===== config.mk =====
export PLATFORM = sky130hd
export DESIGN_NAME = utf8_text_validator_core_flat
export DESIGN_NICKNAME = d
export VERILOG_FILES = /design/src/sv/utf8v_pkg.sv /design/src/sv/utf8v_in_if.sv /design/src/sv/utf8v_out_if.sv /design/src/sv/utf8v_step.sv /design/src/sv/utf8_text_validator_core.sv /design/src/flat_wrapper.sv
export SDC_FILE = /design/constraint.sdc
export NUM_CORES = 1
export LEC_CHECK = 0
export BUFFER_PORTS_ARGS = -buffer_cell sky130_fd_sc_hd__buf_2
export CORE_MARGIN = 8
export CORE_UTILIZATION = 30
export CTS_CLUSTER_DIAMETER = 80
export DETAILED_ROUTE_END_ITERATION = 10
export GPL_TIMING_DRIVEN = 0
export PLACE_DENSITY = 0.54
export SLEW_MARGIN = 20
export SYNTH_ARGS = -nofsm -noshare
export SYNTH_HDL_FRONTEND = slang
export SYNTH_SLANG_ARGS = --single-unit

===== constraint.sdc =====
create_clock -name clk -period 3.2 [get_ports clk]
set_clock_uncertainty 0.2 [all_clocks]
set_input_delay 0.64 -clock clk [delete_from_list [all_inputs] [get_ports clk]]
set_output_delay 0.64 -clock clk [all_outputs]
set_load 0.05 [all_outputs]

===== src/sv/utf8v_pkg.sv =====
// utf8v_pkg: shared types and constants of the utf-8 text validator
// used by utf8v_out_if, utf8v_step, utf8_text_validator_core and tb; no dependencies

package utf8v_pkg;

  // default width of the length limit; the byte count is one bit wider
  localparam int LENGTH_BITS_DEFAULT = 16;

  // configuration register indexes
  localparam int CFG_INDEX_BITS = 2;
  localparam logic [CFG_INDEX_BITS-1:0] CFG_EMPTY_OK   = 2'd0;
  localparam logic [CFG_INDEX_BITS-1:0] CFG_MAX_LENGTH = 2'd1;

  // code point width and byte codes
  localparam int CP_BITS = 21;
  localparam logic [7:0] BYTE_NUL   = 8'h00;
  localparam logic [7:0] BYTE_TAB   = 8'h09;
  localparam logic [7:0] BYTE_LF    = 8'h0A;
  localparam logic [7:0] BYTE_CR    = 8'h0D;
  localparam logic [7:0] BYTE_SPACE = 8'h20;
  localparam logic [7:0] BYTE_DEL   = 8'h7F;

  // lead and continuation masks and patterns
  localparam logic [7:0] MASK_2B = 8'hE0;
  localparam logic [7:0] LEAD_2B = 8'hC0;
  localparam logic [7:0] MASK_3B = 8'hF0;
  localparam logic [7:0] LEAD_3B = 8'hE0;
  localparam logic [7:0] MASK_4B = 8'hF8;
  localparam logic [7:0] LEAD_4B = 8'hF0;
  localparam logic [7:0] MASK_CONT = 8'hC0;
  localparam logic [7:0] CONT_TAG  = 8'h80;

  // code point limits
  localparam logic [CP_BITS-1:0] CP_MIN_3B     = 21'h000800;
  localparam logic [CP_BITS-1:0] CP_MIN_4B     = 21'h010000;
  localparam logic [CP_BITS-1:0] CP_SURR_LO    = 21'h00D800;
  localparam logic [CP_BITS-1:0] CP_SURR_HI    = 21'h00DFFF;
  localparam logic [CP_BITS-1:0] CP_MAX        = 21'h10FFFF;

  // sequence lengths
  localparam logic [2:0] SEQ_NONE = 3'd0;
  localparam logic [2:0] SEQ_2B   = 3'd2;
  localparam logic [2:0] SEQ_3B   = 3'd3;
  localparam logic [2:0] SEQ_4B   = 3'd4;

  // decoder state of one string, apart from the byte count
  typedef struct packed {
    logic [1:0]         pending;
    logic [2:0]         seq_len;
    logic [CP_BITS-1:0] acc;
    logic               failed;
  } utf8v_state_t;

endpackage


===== src/sv/utf8v_in_if.sv =====
// utf8v_in_if: byte channel into the validator, valid/ready handshake
// depends on nothing but the handshake convention of the project

interface utf8v_in_if;
  logic       valid;
  logic       ready;
  logic [7:0] data_byte;
  logic       has_byte;
  logic       last;

  modport source (output valid, output data_byte, output has_byte, output last,
                  input ready);
  modport sink   (input valid, input data_byte, input has_byte, input last,
                  output ready);
endinterface


===== src/sv/utf8v_out_if.sv =====
// utf8v_out_if: verdict channel out of the validator, valid/ready handshake
// byte_count width follows LENGTH_BITS; default width from utf8v_pkg

interface utf8v_out_if #(
  parameter int LENGTH_BITS = utf8v_pkg::LENGTH_BITS_DEFAULT
);
  logic                 valid;
  logic                 ready;
  logic                 accepted;
  logic [LENGTH_BITS:0] byte_count;

  modport source (output valid, output accepted, output byte_count, input ready);
  modport sink   (input valid, input accepted, input byte_count, output ready);
endinterface


===== src/sv/utf8v_step.sv =====
// utf8v_step: next decoder state and verdict for one word
// depends on utf8v_pkg

module utf8v_step #(
  parameter int LENGTH_BITS = utf8v_pkg::LENGTH_BITS_DEFAULT
) (
  input  utf8v_pkg::utf8v_state_t state,
  input  logic [LENGTH_BITS:0]    count,
  input  logic [7:0]              data_byte,
  input  logic                    has_byte,
  input  logic                    last,
  input  logic                    empty_ok,
  input  logic [LENGTH_BITS-1:0]  max_length,
  output utf8v_pkg::utf8v_state_t state_next,
  output logic [LENGTH_BITS:0]    count_next,
  output logic                    accepted,
  output logic [LENGTH_BITS:0]    byte_count
);

  utf8v_pkg::utf8v_state_t upd;
  logic [LENGTH_BITS:0]    cnt_upd;

  // saturating byte count: the top bit set means the count is at 2^LENGTH_BITS
  always_comb begin
    cnt_upd = count;
    if (has_byte && !count[LENGTH_BITS]) begin
      cnt_upd = count + {{LENGTH_BITS{1'b0}}, 1'b1};
    end
  end

  // lead or continuation byte
  always_comb begin
    logic                          bad_ctrl;
    logic [utf8v_pkg::CP_BITS-1:0] cp;
    logic [1:0]                    pend_dec;
    upd      = state;
    bad_ctrl = (data_byte == utf8v_pkg::BYTE_NUL) || (data_byte == utf8v_pkg::BYTE_DEL) ||
               ((data_byte < utf8v_pkg::BYTE_SPACE) && (data_byte != utf8v_pkg::BYTE_TAB) &&
                (data_byte != utf8v_pkg::BYTE_LF) && (data_byte != utf8v_pkg::BYTE_CR));
    cp       = {state.acc[utf8v_pkg::CP_BITS-7:0], data_byte[5:0]};
    pend_dec = state.pending - 2'd1;
    if (has_byte && !state.failed) begin
      if (state.pending == 2'd0) begin
        // lead byte
        if (bad_ctrl) begin
          upd.failed = 1'b1;
        end else if (!data_byte[7]) begin
          upd = state;
        end else if ((data_byte & utf8v_pkg::MASK_2B) == utf8v_pkg::LEAD_2B) begin
          // c0 and c1 leads are always overlong
          if (data_byte[4:1] == 4'd0) begin
            upd.failed = 1'b1;
          end else begin
            upd.seq_len = utf8v_pkg::SEQ_2B;
            upd.pending = 2'd1;
            upd.acc     = {{(utf8v_pkg::CP_BITS-5){1'b0}}, data_byte[4:0]};
          end
        end else if ((data_byte & utf8v_pkg::MASK_3B) == utf8v_pkg::LEAD_3B) begin
          upd.seq_len = utf8v_pkg::SEQ_3B;
          upd.pending = 2'd2;
          upd.acc     = {{(utf8v_pkg::CP_BITS-4){1'b0}}, data_byte[3:0]};
        end else if ((data_byte & utf8v_pkg::MASK_4B) == utf8v_pkg::LEAD_4B) begin
          upd.seq_len = utf8v_pkg::SEQ_4B;
          upd.pending = 2'd3;
          upd.acc     = {{(utf8v_pkg::CP_BITS-3){1'b0}}, data_byte[2:0]};
        end else begin
          upd.failed = 1'b1;
        end
      end else begin
        // continuation byte
        if ((data_byte & utf8v_pkg::MASK_CONT) != utf8v_pkg::CONT_TAG) begin
          upd.failed = 1'b1;
        end else if (pend_dec != 2'd0) begin
          upd.acc     = cp;
          upd.pending = pend_dec;
        end else begin
          // sequence complete: overlong, surrogate and range checks
          if (((state.seq_len == utf8v_pkg::SEQ_3B) && (cp < utf8v_pkg::CP_MIN_3B)) ||
              ((state.seq_len == utf8v_pkg::SEQ_4B) && (cp < utf8v_pkg::CP_MIN_4B)) ||
              ((cp >= utf8v_pkg::CP_SURR_LO) && (cp <= utf8v_pkg::CP_SURR_HI)) ||
              (cp > utf8v_pkg::CP_MAX)) begin
            upd.failed = 1'b1;
          end
          upd.pending = 2'd0;
          upd.seq_len = utf8v_pkg::SEQ_NONE;
          upd.acc     = '0;
        end
      end
    end
  end

  // verdict at end of string, then clear for the next one
  always_comb begin
    accepted   = !upd.failed && (upd.pending == 2'd0) &&
                 (cnt_upd <= {1'b0, max_length}) &&
                 ((cnt_upd != '0) || empty_ok);
    byte_count = cnt_upd;
    if (last) begin
      state_next = '0;
      count_next = '0;
    end else begin
      state_next = upd;
      count_next = cnt_upd;
    end
  end

endmodule


===== src/sv/utf8_text_validator_core.sv =====
// utf8_text_validator_core: top level of the utf-8 text validator
// depends on utf8v_pkg, utf8v_in_if, utf8v_out_if and utf8v_step

// Takes one word per cycle on text unless the input register stalls, each word
// carrying at most one byte of a string, and gives one verdict on the verdict
// channel for each word with last set. The next decoder state comes combinationally
// from utf8v_step; the word is held in the input register and its verdict is loaded
// into the result register when the word advances. The input register keeps
// accepting while a verdict waits, and stalls only when a second string end meets a
// verdict not yet taken. Configuration writes (empty_ok at index 0, max_length at
// index 1) belong between strings.

module utf8_text_validator_core #(
  parameter int LENGTH_BITS = utf8v_pkg::LENGTH_BITS_DEFAULT
) (
  input  logic                                clk,
  input  logic                                rst,
  utf8v_in_if.sink                            text,
  utf8v_out_if.source                         verdict,
  input  logic                                cfg_we,
  input  logic [utf8v_pkg::CFG_INDEX_BITS-1:0] cfg_index,
  input  logic [LENGTH_BITS-1:0]              cfg_wdata
);

  // configuration
  logic                   empty_ok;
  logic [LENGTH_BITS-1:0] max_length;

  // input register
  logic       in_valid;
  logic [7:0] in_byte;
  logic       in_has;
  logic       in_last;

  // string state
  utf8v_pkg::utf8v_state_t state, state_next;
  logic [LENGTH_BITS:0]    count, count_next;

  // result register
  logic                 out_valid;
  logic                 out_accepted;
  logic [LENGTH_BITS:0] out_count;

  logic                 res_accepted;
  logic [LENGTH_BITS:0] res_count;
  logic                 advance;

  // configuration writes
  always_ff @(posedge clk) begin
    if (rst) begin
      empty_ok   <= 1'b0;
      max_length <= '1;
    end else if (cfg_we) begin
      unique case (cfg_index)
        utf8v_pkg::CFG_EMPTY_OK:   empty_ok   <= cfg_wdata[0];
        utf8v_pkg::CFG_MAX_LENGTH: max_length <= cfg_wdata;
        default: ;
      endcase
    end
  end

  // the held word moves on unless it ends a string and the result slot is full and not being taken
  assign advance    = in_valid && (!in_last || !out_valid || verdict.ready);
  assign text.ready = !in_valid || advance;

  // input register
  always_ff @(posedge clk) begin
    if (rst) begin
      in_valid <= 1'b0;
    end else if (text.ready) begin
      in_valid <= text.valid;
    end
  end

  always_ff @(posedge clk) begin
    if (text.ready && text.valid) begin
      in_byte <= text.data_byte;
      in_has  <= text.has_byte;
      in_last <= text.last;
    end
  end

  utf8v_step #(
    .LENGTH_BITS (LENGTH_BITS)
  ) u_step (
    .state       (state),
    .count       (count),
    .data_byte   (in_byte),
    .has_byte    (in_has),
    .last        (in_last),
    .empty_ok    (empty_ok),
    .max_length  (max_length),
    .state_next  (state_next),
    .count_next  (count_next),
    .accepted    (res_accepted),
    .byte_count  (res_count)
  );

  // string state
  always_ff @(posedge clk) begin
    if (rst) begin
      state <= '0;
      count <= '0;
    end else if (advance) begin
      state <= state_next;
      count <= count_next;
    end
  end

  // result register
  always_ff @(posedge clk) begin
    if (rst) begin
      out_valid <= 1'b0;
    end else if (advance && in_last) begin
      out_valid <= 1'b1;
    end else if (verdict.ready) begin
      out_valid <= 1'b0;
    end
  end

  always_ff @(posedge clk) begin
    if (advance && in_last) begin
      out_accepted <= res_accepted;
      out_count    <= res_count;
    end
  end

  assign verdict.valid      = out_valid;
  assign verdict.accepted   = out_accepted;
  assign verdict.byte_count = out_count;

endmodule


===== src/flat_wrapper.sv =====
// flat-port wrapper written by rule: the top's interface ports become plain ports
module utf8_text_validator_core_flat 
#(
  parameter int LENGTH_BITS = utf8v_pkg::LENGTH_BITS_DEFAULT
)
  (clk, rst, cfg_we, cfg_index, cfg_wdata, text_valid, text_data_byte, text_has_byte, text_last, text_ready, verdict_valid, verdict_accepted, verdict_byte_count, verdict_ready);
  utf8v_in_if text_i ();
  utf8v_out_if #(.LENGTH_BITS(LENGTH_BITS)) verdict_i ();
  input  logic clk;
  input  logic rst;
  input  logic cfg_we;
  input  logic [utf8v_pkg::CFG_INDEX_BITS-1:0] cfg_index;
  input  logic [LENGTH_BITS-1:0] cfg_wdata;
  input wire logic [$bits(text_i.valid)-1:0] text_valid;
  input wire logic [$bits(text_i.data_byte)-1:0] text_data_byte;
  input wire logic [$bits(text_i.has_byte)-1:0] text_has_byte;
  input wire logic [$bits(text_i.last)-1:0] text_last;
  output wire logic [$bits(text_i.ready)-1:0] text_ready;
  output wire logic [$bits(verdict_i.valid)-1:0] verdict_valid;
  output wire logic [$bits(verdict_i.accepted)-1:0] verdict_accepted;
  output wire logic [$bits(verdict_i.byte_count)-1:0] verdict_byte_count;
  input wire logic [$bits(verdict_i.ready)-1:0] verdict_ready;
  assign text_i.valid = text_valid;
  assign text_i.data_byte = text_data_byte;
  assign text_i.has_byte = text_has_byte;
  assign text_i.last = text_last;
  assign text_ready = text_i.ready;
  assign verdict_valid = verdict_i.valid;
  assign verdict_accepted = verdict_i.accepted;
  assign verdict_byte_count = verdict_i.byte_count;
  assign verdict_i.ready = verdict_ready;
  utf8_text_validator_core #(.LENGTH_BITS(LENGTH_BITS)) u_core (.clk(clk), .rst(rst), .text(text_i), .verdict(verdict_i), .cfg_we(cfg_we), .cfg_index(cfg_index), .cfg_wdata(cfg_wdata));
endmodule

==> impl_metrics.ini <==
[outcome]
status = complete, but fails checks
violations = setup timing

[power_and_ir_drop]
swShare_pct = 24.6
finalPower_mw = 2.29
power_frac_clock_pct = 41.1
p_seq_share_pct = 50.3
power.leakage_nw = 2.26
p_sw_mw = 0.563
powerDensity_nw_per_um2 = 419
peakVddDrop_mv = 0.273
p_int_mw = 1.73
combPwrFrac_pct = 8.6

[sta]
finalSetupTns_ps = -360
finalHoldViolCount = 0
drv_slew = 0
rsz0062_at_grt = yes
setup_slack_ps = -360
min_period_ps = 3560
tightest_slew_ps = 885
maxSlewHeadroom_pct = 41.0
max_freq_mhz = 281
finalSetupViolations = 1
worst_hold_slack_ps = 247
finalCritPeriodShare_pct = 111

[final_layout]
drive_above_1_share_pct = 22.8
layout.nets = 605
fin_area_um2 = 5480
fillers = 1467
syn2layout_area_growth_pct = 26.3
diodes = 0
fin_util_pct = 38.3
final_cell_mix = buf_2, nor2_1, dfxtp_1
instances_no_fill = 742
final_common_cell = buf_2

[grt]
grt_pass1_wl_um = 19300
grtUsageTotal_pct = 13.5
grt_pass1_vias = 3775
antenna_found_initial = 0
grt_max_degree = 20
grt.overflow.total = 0

[logic_synthesis]
async_reset_ff_share_pct = 0
synth_top_cell_area_share_pct = 26.3
ys_ff_latch = 85
synth.largest_area_cell = dfxtp_1
synth_cells = 481
synth_edf_count = 28
yosys_warnings = 0
synth_area_leaders = dfxtp_1, edfxtp_1, ha_1
syn_area_um2 = 4330
synthDistinctLibCells = 57
synth_nets = 533
yosysSeqAreaShare_pct = 45.7
synth.avg_cell_area_um2 = 9.01
ys.flop_type = dfxtp_1

[drt]
routed_wl_um = 12300
drtIter0Drc = 342
routed.top_layer = met4
wl_per_cell_um = 16.6
drtAntennaViolNets = 0
met2_length_um = 5910
first_pass_iters = 5
viasPerCell = 5.20
wl_met1_um = 5220
via_count = 3861
route.detailed.drc = 0
met3_length_um = 788

[clocking]
clock_latency_ps = 350
clock_sinks = 85
clock_path_buffers = 2
cts_tree = yes
cts_hold_buffers = 0
cts_made_buffers = 9
cts-root-buf = clkbuf_16
path_clk_slew_ps = 60
cts_max_level = 3

[run]
drv_cap = 0

[place]
place_ws_ps = -872
dp_cells = 717
port_buffers = 52
routabilityCongestion = 0.858
hpwl_um = 8880
dpl_cell_area_um2 = 4870

[floorplanning]
core_um2 = 14300
io_pins = 53
die_h_um = 136
die_area_um2 = 18500
rows = 44
die_w_um = 136
start_util_pct = 30.3

[worst_setup_path]
end_kind = register
cp_max_fo = 9
required_ps = 3180
critPathLaunchType = register
critPathArrivalTime_ps = 3540
path_class = register to register

[min_path]
hp-class = register to register
cell type report:
type | instances | area [um2] | share of cell area (%)
Clock buffer | 11 | 233 | 4.25
Tap cell | 184 | 230 | 4.20
Sequential cell | 85 | 1990 | 36.4
Inverter | 27 | 101 | 1.85
Clock inverter | 5 | 28.8 | 0.526
Buffer | 25 | 110 | 2.01
Timing Repair Buffer | 64 | 350 | 6.40
Multi-Input combinational cell | 341 | 2430 | 44.4
cells by family after synthesis:
kind of cell,Yosys count,share of synthesized area (%)
XOR/XNOR,16,3.23
AO/OA/AOI/OAI,112,17.5
multiplexers,5,1.21
adder cells (fa/ha/maj),19,5.49
AND/OR/NAND/NOR,189,22.1
flip-flops,85,45.7
buffers and inverters,55,4.79
flip-flops by register name (all words and copies together) (netlist names):
name                       flops
u_core.state                  21
u_core.count                  17
u_core.verdict.byte_count     17
u_core.verdict.valid           1
u_core.in_valid                1
u_core.empty_ok                1
u_core.in_has                  1
u_core.verdict.accepted        1
u_core.max_length             16
u_core.in_last                 1
u_core.in_byte                 8
cell usage after synthesis (2+ instances only):
cell	n
dfxtp_1	57
nor2_1	53
nand2_1	38
a21oi_1	32
edfxtp_1	28
inv_1	26
clkbuf_1	25
nand3_1	22
ha_1	19
a211o_1	17
nor3_1	14
o21ai_0	14
xnor2_1	12
a22oi_1	11
nand4_1	9
nand3b_1	8
o211ai_1	7
or4_1	7
and2_1	5
and3_1	5
nor2b_1	5
a31oi_1	4
nor3b_1	4
o21ai_1	4
or3_1	4
xor2_1	4
a2111oi_0	3
a211oi_1	3
and4_1	3
mux2i_1	3
nand2b_1	3
o21a_1	3
a21boi_1	2
a41oi_1	2
buf_1	2
nor4_1	2
power groups by stage:
stage | Sequential (mW) | Combinational (mW) | Clock, mW
floorplan | 1.18 | 0.109 | 0
global placement | 1.18 | 0.183 | 0
detailed placement | 1.18 | 0.186 | 0
CTS | 1.15 | 0.192 | 0.980
global route | 1.15 | 0.217 | 1.03
finish | 1.15 | 0.197 | 0.942
timing repair:
action	4_1_cts	5_1_grt
setup buffers	10	2
gates resized for setup	20	26
pin swaps	11	18
endpoints found under the setup margin	1	1
gates cloned	0	0
worst max-delay path, stage by stage (launching register included):
cell	delay, ps
edfxtp_1	440
buf_4	150
and4b_1	200
clkbuf_8	170
nand4_1	150
xnor2_2	260
ha_1	290
a211oi_1	230
nor2_1	90
o31ai_1	280
a31oi_2	180
or4_4	560
a41oi_2	190
path summary, 6_finish.rpt:
kind / start / to / slack, ps / cells after the start
max: u_core.in_has / u_core.verdict.accepted / -360 / 12
min: u_core.state[12] / u_core.state[12] / 250 / 2
max reg2reg: u_core.in_has / u_core.verdict.accepted / -360 / 12
min reg2reg: u_core.state[12] / u_core.state[12] / 250 / 2
layer usage:
layer / track usage (%) / vias to the layer above
met4: 6.83 / 0
met1: 15.8 / 1823
met2: 22.1 / 121
met5: 0 / -
li1: - / 1890
met3: 3.88 / 27
No activity file was read; power rests on OpenSTA's default activity.
